<file path="src/spf_pkg.sv">
package spf_pkg;

	localparam int CFG_IDX_W = 3;
	localparam int IDX_W = 4;
	localparam int DEFAULT_FIFO_DEPTH = 2;

	localparam logic [CFG_IDX_W-1:0] REG_DEVICE_ID = 3'd0;
	localparam logic [CFG_IDX_W-1:0] REG_MOVE_POS = 3'd1;
	localparam logic [CFG_IDX_W-1:0] REG_MOVE_SPD = 3'd2;
	localparam logic [CFG_IDX_W-1:0] REG_HOME_POS = 3'd3;
	localparam logic [CFG_IDX_W-1:0] REG_HOME_SPD = 3'd4;

	localparam logic [3:0] RST_DEVICE_ID = 4'd0;
	localparam logic [15:0] RST_MOVE_POS = 16'd600;
	localparam logic [15:0] RST_MOVE_SPD = 16'd100;
	localparam logic [15:0] RST_HOME_POS = 16'd0;
	localparam logic [15:0] RST_HOME_SPD = 16'd300;

	localparam logic [IDX_W-1:0] IDX_PRE0 = 4'd0;
	localparam logic [IDX_W-1:0] IDX_PRE1 = 4'd1;
	localparam logic [IDX_W-1:0] IDX_ID = 4'd2;
	localparam logic [IDX_W-1:0] IDX_LEN = 4'd3;
	localparam logic [IDX_W-1:0] IDX_INSTR = 4'd4;
	localparam logic [IDX_W-1:0] IDX_ADDR = 4'd5;
	localparam logic [IDX_W-1:0] IDX_POS_H = 4'd6;
	localparam logic [IDX_W-1:0] IDX_POS_L = 4'd7;
	localparam logic [IDX_W-1:0] IDX_ZERO = 4'd8;
	localparam logic [IDX_W-1:0] IDX_ONE = 4'd9;
	localparam logic [IDX_W-1:0] IDX_SPD_H = 4'd10;
	localparam logic [IDX_W-1:0] IDX_SPD_L = 4'd11;
	localparam logic [IDX_W-1:0] IDX_CHK = 4'd12;

	localparam logic [7:0] BYTE_PREAMBLE = 8'hFF;
	localparam logic [7:0] BYTE_LENGTH = 8'h09;
	localparam logic [7:0] BYTE_WRITE = 8'h03;
	localparam logic [7:0] BYTE_GOAL_ADDR = 8'h2A;

	typedef struct packed {
		logic [3:0] device_id;
		logic [15:0] move_position;
		logic [15:0] move_speed;
		logic [15:0] home_position;
		logic [15:0] home_speed;
	} cfg_t;

	typedef struct packed {
		logic [1:0] sel;
		logic move;
		logic home;
	} req_t;

endpackage

</file>
<file path="src/servo_command_packet_framer_top.sv">
// Servo command packet framer. A command byte whose upper nibble matches
// device_id with a request bit set becomes one or two 13-byte servo bus
// write packets (move first, then home), sent one byte per transfer on the
// output channel. A command yields 0, 13 or 26 bytes; the back sequencer's
// byte counter emits one byte per cycle unless out_stall holds the output.
// The next queued command is popped as the previous command's last byte is
// registered, so its first byte follows unless stalled. The front takes one
// command per cycle as long as the FIFO_DEPTH-entry request queue has room.
module servo_command_packet_framer_top #(
	parameter int FIFO_DEPTH = spf_pkg::DEFAULT_FIFO_DEPTH
) (
	input logic clk,
	input logic arst_n,
	input logic in_valid,
	output logic in_stall,
	input logic [7:0] cmd_byte,
	output logic out_valid,
	input logic out_stall,
	output logic [7:0] tx_byte,
	output logic packet_end,
	output logic run_last,
	input logic cfg_valid,
	output logic cfg_ready,
	input logic [spf_pkg::CFG_IDX_W-1:0] cfg_index,
	input logic [15:0] cfg_wdata
);
	import spf_pkg::*;

	cfg_t cfg;
	req_t push_data;
	req_t pop_data;
	logic q_push;
	logic q_full;
	logic q_pop;
	logic q_not_empty;

	spf_front u_front (
		.clk(clk),
		.arst_n(arst_n),
		.in_valid(in_valid),
		.in_stall(in_stall),
		.cmd_byte(cmd_byte),
		.cfg_valid(cfg_valid),
		.cfg_ready(cfg_ready),
		.cfg_index(cfg_index),
		.cfg_wdata(cfg_wdata),
		.q_full(q_full),
		.q_push(q_push),
		.q_data(push_data),
		.cfg(cfg)
	);

	spf_fifo #(
		.DEPTH(FIFO_DEPTH)
	) u_fifo (
		.clk(clk),
		.arst_n(arst_n),
		.push(q_push),
		.push_data(push_data),
		.full(q_full),
		.pop(q_pop),
		.not_empty(q_not_empty),
		.pop_data(pop_data)
	);

	spf_back u_back (
		.clk(clk),
		.arst_n(arst_n),
		.cfg(cfg),
		.q_not_empty(q_not_empty),
		.q_data(pop_data),
		.q_pop(q_pop),
		.out_valid(out_valid),
		.out_stall(out_stall),
		.tx_byte(tx_byte),
		.packet_end(packet_end),
		.run_last(run_last)
	);

endmodule

</file>
<file path="src/spf_front.sv">
module spf_front (
	input logic clk,
	input logic arst_n,
	input logic in_valid,
	output logic in_stall,
	input logic [7:0] cmd_byte,
	input logic cfg_valid,
	output logic cfg_ready,
	input logic [spf_pkg::CFG_IDX_W-1:0] cfg_index,
	input logic [15:0] cfg_wdata,
	input logic q_full,
	output logic q_push,
	output spf_pkg::req_t q_data,
	output spf_pkg::cfg_t cfg
);
	import spf_pkg::*;

	cfg_t cfg_q;
	logic match;

	assign cfg_ready = 1'b1;
	assign cfg = cfg_q;
	assign in_stall = q_full;

	always_ff @(posedge clk or negedge arst_n) begin
		if (!arst_n) begin
			cfg_q.device_id <= RST_DEVICE_ID;
			cfg_q.move_position <= RST_MOVE_POS;
			cfg_q.move_speed <= RST_MOVE_SPD;
			cfg_q.home_position <= RST_HOME_POS;
			cfg_q.home_speed <= RST_HOME_SPD;
		end else if (cfg_valid && cfg_ready) begin
			unique case (cfg_index)
				REG_DEVICE_ID: cfg_q.device_id <= cfg_wdata[3:0];
				REG_MOVE_POS: cfg_q.move_position <= cfg_wdata;
				REG_MOVE_SPD: cfg_q.move_speed <= cfg_wdata;
				REG_HOME_POS: cfg_q.home_position <= cfg_wdata;
				REG_HOME_SPD: cfg_q.home_speed <= cfg_wdata;
				default: ;
			endcase
		end
	end

	// Commands for another node or with no request bits produce nothing.
	assign match = (cmd_byte[7:4] == cfg_q.device_id) && (cmd_byte[1:0] != 2'b00);
	assign q_push = in_valid && !in_stall && match;
	assign q_data.sel = cmd_byte[3:2];
	assign q_data.move = cmd_byte[0];
	assign q_data.home = cmd_byte[1];

endmodule

</file>
<file path="src/spf_fifo.sv">
module spf_fifo #(
	parameter int DEPTH = spf_pkg::DEFAULT_FIFO_DEPTH
) (
	input logic clk,
	input logic arst_n,
	input logic push,
	input spf_pkg::req_t push_data,
	output logic full,
	input logic pop,
	output logic not_empty,
	output spf_pkg::req_t pop_data
);
	import spf_pkg::*;

	localparam int AW = (DEPTH > 1) ? $clog2(DEPTH) : 1;
	localparam int CW = $clog2(DEPTH + 1);
	localparam logic [AW-1:0] LAST_PTR = AW'(DEPTH - 1);
	localparam logic [CW-1:0] FULL_CNT = CW'(DEPTH);

	req_t entries_q [DEPTH];
	logic [AW-1:0] wr_ptr_q;
	logic [AW-1:0] rd_ptr_q;
	logic [CW-1:0] count_q;
	logic do_push;
	logic do_pop;

	assign full = (count_q == FULL_CNT);
	assign not_empty = (count_q != '0);
	assign do_push = push && !full;
	assign do_pop = pop && not_empty;
	assign pop_data = entries_q[rd_ptr_q];

	always_ff @(posedge clk) begin
		if (do_push) begin
			entries_q[wr_ptr_q] <= push_data;
		end
	end

	always_ff @(posedge clk or negedge arst_n) begin
		if (!arst_n) begin
			wr_ptr_q <= '0;
			rd_ptr_q <= '0;
			count_q <= '0;
		end else begin
			if (do_push) begin
				wr_ptr_q <= (wr_ptr_q == LAST_PTR) ? '0 : wr_ptr_q + 1'b1;
			end
			if (do_pop) begin
				rd_ptr_q <= (rd_ptr_q == LAST_PTR) ? '0 : rd_ptr_q + 1'b1;
			end
			if (do_push && !do_pop) begin
				count_q <= count_q + 1'b1;
			end else if (do_pop && !do_push) begin
				count_q <= count_q - 1'b1;
			end
		end
	end

endmodule

</file>
<file path="src/spf_back.sv">
module spf_back (
	input logic clk,
	input logic arst_n,
	input spf_pkg::cfg_t cfg,
	input logic q_not_empty,
	input spf_pkg::req_t q_data,
	output logic q_pop,
	output logic out_valid,
	input logic out_stall,
	output logic [7:0] tx_byte,
	output logic packet_end,
	output logic run_last
);
	import spf_pkg::*;

	logic active_q;
	logic home_phase_q;
	logic need_home_q;
	logic [1:0] sel_q;
	logic [IDX_W-1:0] idx_q;
	logic [7:0] sum_q;
	logic out_valid_q;
	logic [7:0] tx_byte_q;
	logic packet_end_q;
	logic run_last_q;

	logic adv;
	logic at_chk;
	logic more_pkt;
	logic finishing;
	logic [15:0] pos;
	logic [15:0] spd;
	logic [7:0] cur_byte;

	assign adv = !out_valid_q || !out_stall;
	assign at_chk = (idx_q == IDX_CHK);
	assign more_pkt = !home_phase_q && need_home_q;
	assign finishing = active_q && adv && at_chk && !more_pkt;
	assign q_pop = q_not_empty && (!active_q || finishing);

	assign pos = home_phase_q ? cfg.home_position : cfg.move_position;
	assign spd = home_phase_q ? cfg.home_speed : cfg.move_speed;

	always_comb begin
		unique case (idx_q)
			IDX_PRE0, IDX_PRE1: cur_byte = BYTE_PREAMBLE;
			IDX_ID: cur_byte = {6'd0, sel_q} + 8'd1;
			IDX_LEN: cur_byte = BYTE_LENGTH;
			IDX_INSTR: cur_byte = BYTE_WRITE;
			IDX_ADDR: cur_byte = BYTE_GOAL_ADDR;
			IDX_POS_H: cur_byte = pos[15:8];
			IDX_POS_L: cur_byte = pos[7:0];
			IDX_ZERO: cur_byte = 8'h00;
			IDX_ONE: cur_byte = 8'h01;
			IDX_SPD_H: cur_byte = spd[15:8];
			IDX_SPD_L: cur_byte = spd[7:0];
			IDX_CHK: cur_byte = ~sum_q;
			default: cur_byte = 8'h00;
		endcase
	end

	always_ff @(posedge clk or negedge arst_n) begin
		if (!arst_n) begin
			active_q <= 1'b0;
			home_phase_q <= 1'b0;
			need_home_q <= 1'b0;
			sel_q <= '0;
			idx_q <= IDX_PRE0;
			sum_q <= '0;
			out_valid_q <= 1'b0;
		end else begin
			if (adv) begin
				out_valid_q <= active_q;
			end
			if (q_pop) begin
				active_q <= 1'b1;
				sel_q <= q_data.sel;
				need_home_q <= q_data.home;
				home_phase_q <= !q_data.move;
				idx_q <= IDX_PRE0;
				sum_q <= '0;
			end else if (active_q && adv) begin
				if (at_chk) begin
					if (more_pkt) begin
						home_phase_q <= 1'b1;
						idx_q <= IDX_PRE0;
						sum_q <= '0;
					end else begin
						active_q <= 1'b0;
					end
				end else begin
					idx_q <= idx_q + 1'b1;
					if (idx_q >= IDX_ID) begin
						sum_q <= sum_q + cur_byte;
					end
				end
			end
		end
	end

	always_ff @(posedge clk) begin
		if (adv && active_q) begin
			tx_byte_q <= cur_byte;
			packet_end_q <= at_chk;
			run_last_q <= at_chk && !more_pkt;
		end
	end

	assign out_valid = out_valid_q;
	assign tx_byte = tx_byte_q;
	assign packet_end = packet_end_q;
	assign run_last = run_last_q;

endmodule

</file>
<file path="config.mk">
export PLATFORM = sky130hd
export DESIGN_NAME = servo_command_packet_framer_top
export DESIGN_NICKNAME = d
export VERILOG_FILES = /design/src/spf_pkg.sv /design/src/servo_command_packet_framer_top.sv /design/src/spf_front.sv /design/src/spf_fifo.sv /design/src/spf_back.sv
export SDC_FILE = /design/constraint.sdc
export NUM_CORES = 1
export LEC_CHECK = 0
export ABC_AREA = 1
export BUFFER_PORTS_ARGS = -buffer_cell sky130_fd_sc_hd__clkbuf_2
export CORE_UTILIZATION = 55
export CTS_CLUSTER_DIAMETER = 150
export DETAILED_ROUTE_END_ITERATION = 7
export HOLD_SLACK_MARGIN = 0.08
export MAX_ROUTING_LAYER = met4
export PLACE_DENSITY_LB_ADDON = 0.2
export SLEW_MARGIN = 40
export SYNTH_ARGS = -nofsm -noshare
export SYNTH_HDL_FRONTEND = slang
export SYNTH_HIERARCHICAL = 1
export SYNTH_SLANG_ARGS = --single-unit
</file>
<file path="constraint.sdc">
create_clock -name clk -period 3.3 [get_ports clk]
set_clock_uncertainty 0.2 [all_clocks]
set_input_delay 0.66 -clock clk [delete_from_list [all_inputs] [get_ports clk]]
set_output_delay 0.66 -clock clk [all_outputs]
set_load 0.02 [all_outputs]
</file>
; Yosys cells after proc, flatten, opt, wreduce, memory -nomap -nowiden
; Memories as Yosys holds them, arrays and structs flattened.
; Index checks and enable logic that the tools add are counted.
[classes]
n_eq_ne = 19
reduce_logical = 43
n_mux = 26
magnitude_cmp = 1
bitwise = 1
addsub = 7
[ops]
columns = cell, n
row1 = $pmux 8 s11, 1
row2 = $mux 8, 5
row3 = $mux 16, 2
row4 = $eq 4x3->1 const B, 4
row5 = $eq 4x4->1 const B, 4
row6 = $mux 4, 4
row7 = $logic_and 1x1->1, 13
row8 = $mux 1, 12
row9 = $reduce_and 2->1, 6
row10 = $reduce_bool 2->1, 6
row11 = $logic_not 1->1, 9
row12 = $reduce_and 3->1, 3
row13 = $add 8x8->8, 1
row14 = $eq 4x2->1 const B, 2
row15 = $not 8->8, 1
row16 = $eq 3x2->1 const B, 2
row17 = $add 4x1->4 const B, 1
row18 = $eq 4x1->1 const B, 1
row19 = $eq 4x4->1, 1
row20 = $ge 4x2->1 const B, 1
row21 = $logic_not 4->1, 1
row22 = $mux 2, 2
row23 = $add 2x1->3 const B, 1
row24 = $eq 3x1->1 const B, 1
row25 = 11 further kinds, 13
[word_totals]
memories = 1
regBits = 100
mem_bits_rw = 8
output_inout_bits = 13
wordCells = 116
in_bits = 32
[mem_list]
columns = name, depth, width, read_ports, rd_clocked_by_memory_dff, write_ports, line_no
row1 = u_fifo.entries_q, 2, 4, 1, 0, 1, spf_fifo.sv:20  ; req_t entries_q [DEPTH];

; Logic depth before layout (Yosys ltp)
[depth]
word_depth = 11
ltp_mapped = 17

; Modules after synthesis
; The synthesis kept the hierarchy.
[modules_own_cells]
columns = module, area_each_um2, n_inst, cells_each
row1 = spf_front, 2642.5, 1, 276
row2 = spf_back, 2338.5, 1, 340
row3 = spf_fifo, 530.5, 1, 52

; Worst setup path after synthesis
; OpenSTA, ideal clock, no wires.
[synth_path]
path_type = register to register
start = register u_back.idx_q[0]
end = register u_back.sum_q[4]
stages_incl_launch_ff = 15
setup_ps = 126
arrival_ps = 2429
setup_slack_ps = 545
n_path_buf = 0
required_time_ps = 2974
path_cell_list = dfrtp_1 inv_1 ha_1 nor2_1 a21oi_1 nor4_1 nand4_1 ha_1 fa_1 nand3_1 nand2_1 xnor2_1 nor2_1 nand2_1 o21ai_0
[synth_via]
elab_chain_cells = 8
[synth_lines]
columns = item, line_no
row1 = start: declaration, spf_back.sv:20  ; logic [IDX_W-1:0] idx_q;
row2 = start signal: assignment, spf_back.sv:92  ; idx_q <= idx_q + 1'b1;
row3 = $eq 4x1->1 or $logic_not 4->1 (tied branches), spf_back.sv:45  ; unique case (idx_q)
row4 = $reduce_or 2->1, spf_back.sv:45
row5 = $pmux 8 s11 *, spf_back.sv:45
row6 = via u_back.cur_byte[0], spf_back.sv:33  ; logic [7:0] cur_byte;
row7 = $add 8x8->8 *, spf_back.sv:94  ; sum_q <= sum_q + cur_byte;
row8 = $mux 8 *, spf_back.sv:93  ; if (idx_q >= IDX_ID) begin
row9 = $mux 8 *, spf_back.sv:83  ; if (at_chk) begin
row10 = $mux 8 *, spf_back.sv:82  ; end else if (active_q && adv) begin
row11 = $mux 8 *, spf_back.sv:75  ; if (q_pop) begin
row12 = end signal: assignment, spf_back.sv:94
row13 = end: declaration, spf_back.sv:21  ; logic [7:0] sum_q;
; Mark *: on every way through the listed nets, which the timed path passes. The rest lies on a longest branch. The select of a mux whose other input is x is not followed.
; A chain may end at the register's enable or synchronous reset.

; Worst setup path in the final report
[layout_path]
start = register u_back.idx_q[3]
end = register u_back.sum_q[7]
; The elaborated chain is that of the path after synthesis.

==> results by group <==
Power and ir drop
  • Share of total power in combinational logic: 46.2%
  • Leakage power figure: 3.01 nW
  • Power Total: 0.00518 W
  • Power density over cell area: 866 nW/um2
  • Switching share of total power: 43.2%
  • Internal power: 0.00294 W
  • Share of total power in the clock network: 15.0%
  • Proportion of power drawn by flip-flops and latches: 38.8%
  • Switching power: 0.00224 W
  • Largest vdd supply drop: 0.000385 V

Critical path
  • End of the worst register-to-register path: u_back/sum_q[7]
  • Maximum single-stage delay on the critical path: 580 ps
  • Most used cell along the critical path: nand2_1
  • RR Startpoint: u_back/idx_q[3]
  • Slack of the worst reg-to-reg path: 190 ps
  • CP delay by family, top: simple AND/OR/NAND/NOR gates
  • Maximum fanout along the worst path: 9
  • Buf+Inv Stages, Crit Path: 3
  • Crit path capture type: flip-flop
  • Critical path arrival: 3220 ps
  • Critical Path RT: 3410 ps
  • Critical Path Start Type: flip-flop
  • Kind of critical path: reg2reg
  • Series of cell instances along the critical path: inv_1, nand2_1, inv_1, nand2_1, a21oi_1, a211oi_1, nand4_1, ha_1, a21oi_1, nand2_1, a21oi_1, inv_1, nand3_1, nand3_1, nand2_1
  • Worst r2r path cells: 15
  • Worst-path cell with the longest stage delay: dfrtp_1
  • Logic depth of the worst path, buffers included: 15

Routing
  • Number of vias in the routed layout: 4,445
  • DRT iter0 DRCs: 232
  • Number of nets still failing antenna checks after routing: 0
  • Residual DRC count: 0
  • Via count normalized by instance count: 5.30
  • Drt wl/cell: 14.3 um
  • Number of iterations in the first detailed-routing pass: 5
  • Routed WL: 12,000 um

Placed design
  • Half-perimeter wire length of the detailed placement result: 8540 um
  • Final Wtd Congestion: 0.944
  • Post-Place Cell Area: 5770 um2
  • Number of buffers inserted by port buffering: 43

Yosys
  • Total nets after synthesis: 714
  • Count of warnings emitted by yosys: 6
  • Fraction of the mapped netlist area in adder cells: 3.31%
  • Most common flop cell mapped by yosys: dfrtp_1
  • Cell Area, Synth: 5510 um2
  • Multiplexer share of the synthesized area: 0.204%
  • Area fraction in and, or, nand and nor cells after synthesis: 25.6%
  • Post-synthesis xor/xnor area fraction: 0.953%
  • Number of storage elements in the synthesis netlist: 108
  • Sequential area share after synthesis: 50.9%
  • Share of the synthesized area in compound gates (AO/OA/AOI/OAI): 11.1%
  • Dominant combinational cell family by area after synthesis: simple AND/OR/NAND/NOR gates
  • Average size of a mapped cell: 8.25 um2
  • EDFF count, synth: 18
  • Count of unique library cells instantiated by Yosys: 41
  • Share of flip-flops with an asynchronous set or reset: 83.3%
  • Gate count after technology mapping: 668

Cells and area
  • Leading cell types in the layout, fill and taps excluded: 245 x nand2_1, 79 x dfrtp_1, 59 x o21ai_1
  • Cell area after layout: 5980 um2
  • Post-layout nets: 746
  • Share of layout cells above drive strength 1: 15.2%
  • Number of fillers in the final layout: 898
  • Post-route core utilization: 61.5%
  • Final antenna diode count: 0
  • Leading cell type in the layout, fill and taps excluded: nand2_1
  • Growth of design area from synthesis to finish: 8.51%

STA
  • Maximum clock rate: 322 MHz
  • Final worst path period share: 94.2%
  • Post-Route Setup TNS: 0 ps
  • Final count of negative-setup-slack endpoints: 0
  • RSZ-0062 raised after global routing: false
  • Slew at the pin closest to its max-slew limit: 713 ps
  • Number of slew-limit violations in the final report: 0
  • Worst max-slew margin expressed relative to the limit: 52.5%
  • Final period demand of the worst path: 3110 ps
  • Hold violation count in the final report: 0

Clock network
  • H-tree depth reported by CTS: 3
  • Number of CTS-inserted buffers: 9
  • CTS tree: built
  • Number of buffers inserted by post-CTS setup repair: 0
  • Clock latency of the later-clocked register in the worst-skew pair: 380 ps
  • # clock sinks: 108
  • CTS clk-pin slew, worst paths: 100 ps
  • Worst-case clock buffer depth: 2
  • CTS root buffer: clkbuf_8

Worst hold path
  • Hold crit path type: in2async

GRT
  • Antenna violations before repair: 0
  • Congestion Overflow GR: 0
  • Global-route usage over all layers: 26.4%
  • Global-route wire length before repair: 20,200 um
  • Number of global-route vias before repair: 4,203
  • Largest net degree at the start of global routing: 91

Job
  • MaxCap Viol Count: 0

Floorplan
  • Die Y: 102 um
  • I/O pin count: 45
  • Die area: 10,400 um2
  • Core Area: 9730 um2
  • Width of the die: 102 um
  • FP Rows: 36
  • Effective utilization at floorplan: 56.6%

Status
  • Outcome: finished, final reports clean
sequential cells by signal (all words and copies together) (netlist names):
name and flops:
u_fifo/wr_ptr_q 1, u_back/tx_byte 8, u_back/home_phase_q 1, u_back/sel_q 2, u_back/idx_q 4, u_front/cfg 68, u_back/packet_end 1, u_fifo/entries_q 8
u_back/out_valid 1, u_fifo/count_q 2, u_back/sum_q 8, u_back/run_last 1, u_fifo/rd_ptr_q 1, u_back/active_q 1, u_back/need_home_q 1
worst reg2reg max path: cells and delay by family, from the launching register on:
family,cells,cell delay (ps)
flip-flops,1,580
buffers and inverters,3,270
AND/OR/NAND/NOR,7,850
adder cells (fa/ha/maj),1,410
AO/OA/AOI/OAI,4,730
logic make-up after synthesis:
| logic type | after synthesis |
|---|---|
| multiplexers | 1 |
| XOR/XNOR | 6 |
| buffers and inverters | 94 |
| flip-flops | 108 |
| other | 1 |
| AO/OA/AOI/OAI | 115 |
| AND/OR/NAND/NOR | 329 |
| adder cells (fa/ha/maj) | 14 |
area by class of cell:
type	count	area, um2	share of cell area [%]
tap	133	166	2.78
timing repair buffer	48	262	4.37
clock inverter	5	40.0	0.669
multi-input combinational	466	2290	38.3
sequential	108	2810	46.9
inverter	67	263	4.39
clock buffer	11	153	2.55
routing by layer:
layer | vias to the layer above | GRT usage (%) | part of all wire (%)
met5 | - | - | 0
met2 | 136 | 39.2 | 45
met1 | 2075 | 35.5 | 47
li1 | 2210 | - | -
met3 | 24 | 6.22 | 5.8
met4 | 0 | 9.78 | 2.1
power by group through the flow:
stage	clock [W]	sequential (W)	combinational [W]
finish	0.000778	0.00201	0.00240
global route	0.000857	0.00206	0.00271
CTS	0.000798	0.00201	0.00237
detailed placement	0	0.00203	0.00236
global placement	0	0.00201	0.00229
floorplan	0	0.00204	0.00179
per-stage QoR:
stage / hold slack [ps] / cells / setup WS (ps)
floorplan: 164 / 668 / 545
global placement: 263 / 822 / 358
detailed placement: 264 / 822 / 196
CTS: 175 / 838 / 174
global route: 166 / 838 / 27.0
finish: 122 / 838 / 193
cell usage after synthesis, drive strengths merged (9+ instances only):
cell type	number	share of area, %
a21oi	28	2.5
buf	27	3.0
dfrtp	79	36
dfstp	11	5.2
edfxtp	18	9.8
ha	13	3.0
inv	65	4.5
nand2	256	19
nand3	22	2.2
nand4	9	1.0
nor2	36	3.2
o21ai	77	7.2
timing repair:
action,CTS,global route
hold endpoints to repair,0,0
hold buffers,0,0
gates resized for setup,0,4
endpoints found under the setup margin,0,5
how the worst max path moves through the flow:
stage | start | end | slack (ps)
2_1_floorplan | u_back/idx_q[0] | u_back/sum_q[4] | 550
3_3_place_gp | u_back/home_phase_q | u_back/sum_q[7] | 360
3_5_place_dp | u_back/idx_q[1] | u_back/sum_q[4] | 200
4_1_cts | u_back/idx_q[1] | u_back/sum_q[4] | 170
5_1_grt | u_back/idx_q[3] | u_back/sum_q[7] | 30
6_report | u_back/idx_q[3] | u_back/sum_q[7] | 190
Power figures use the tool's default switching activity.
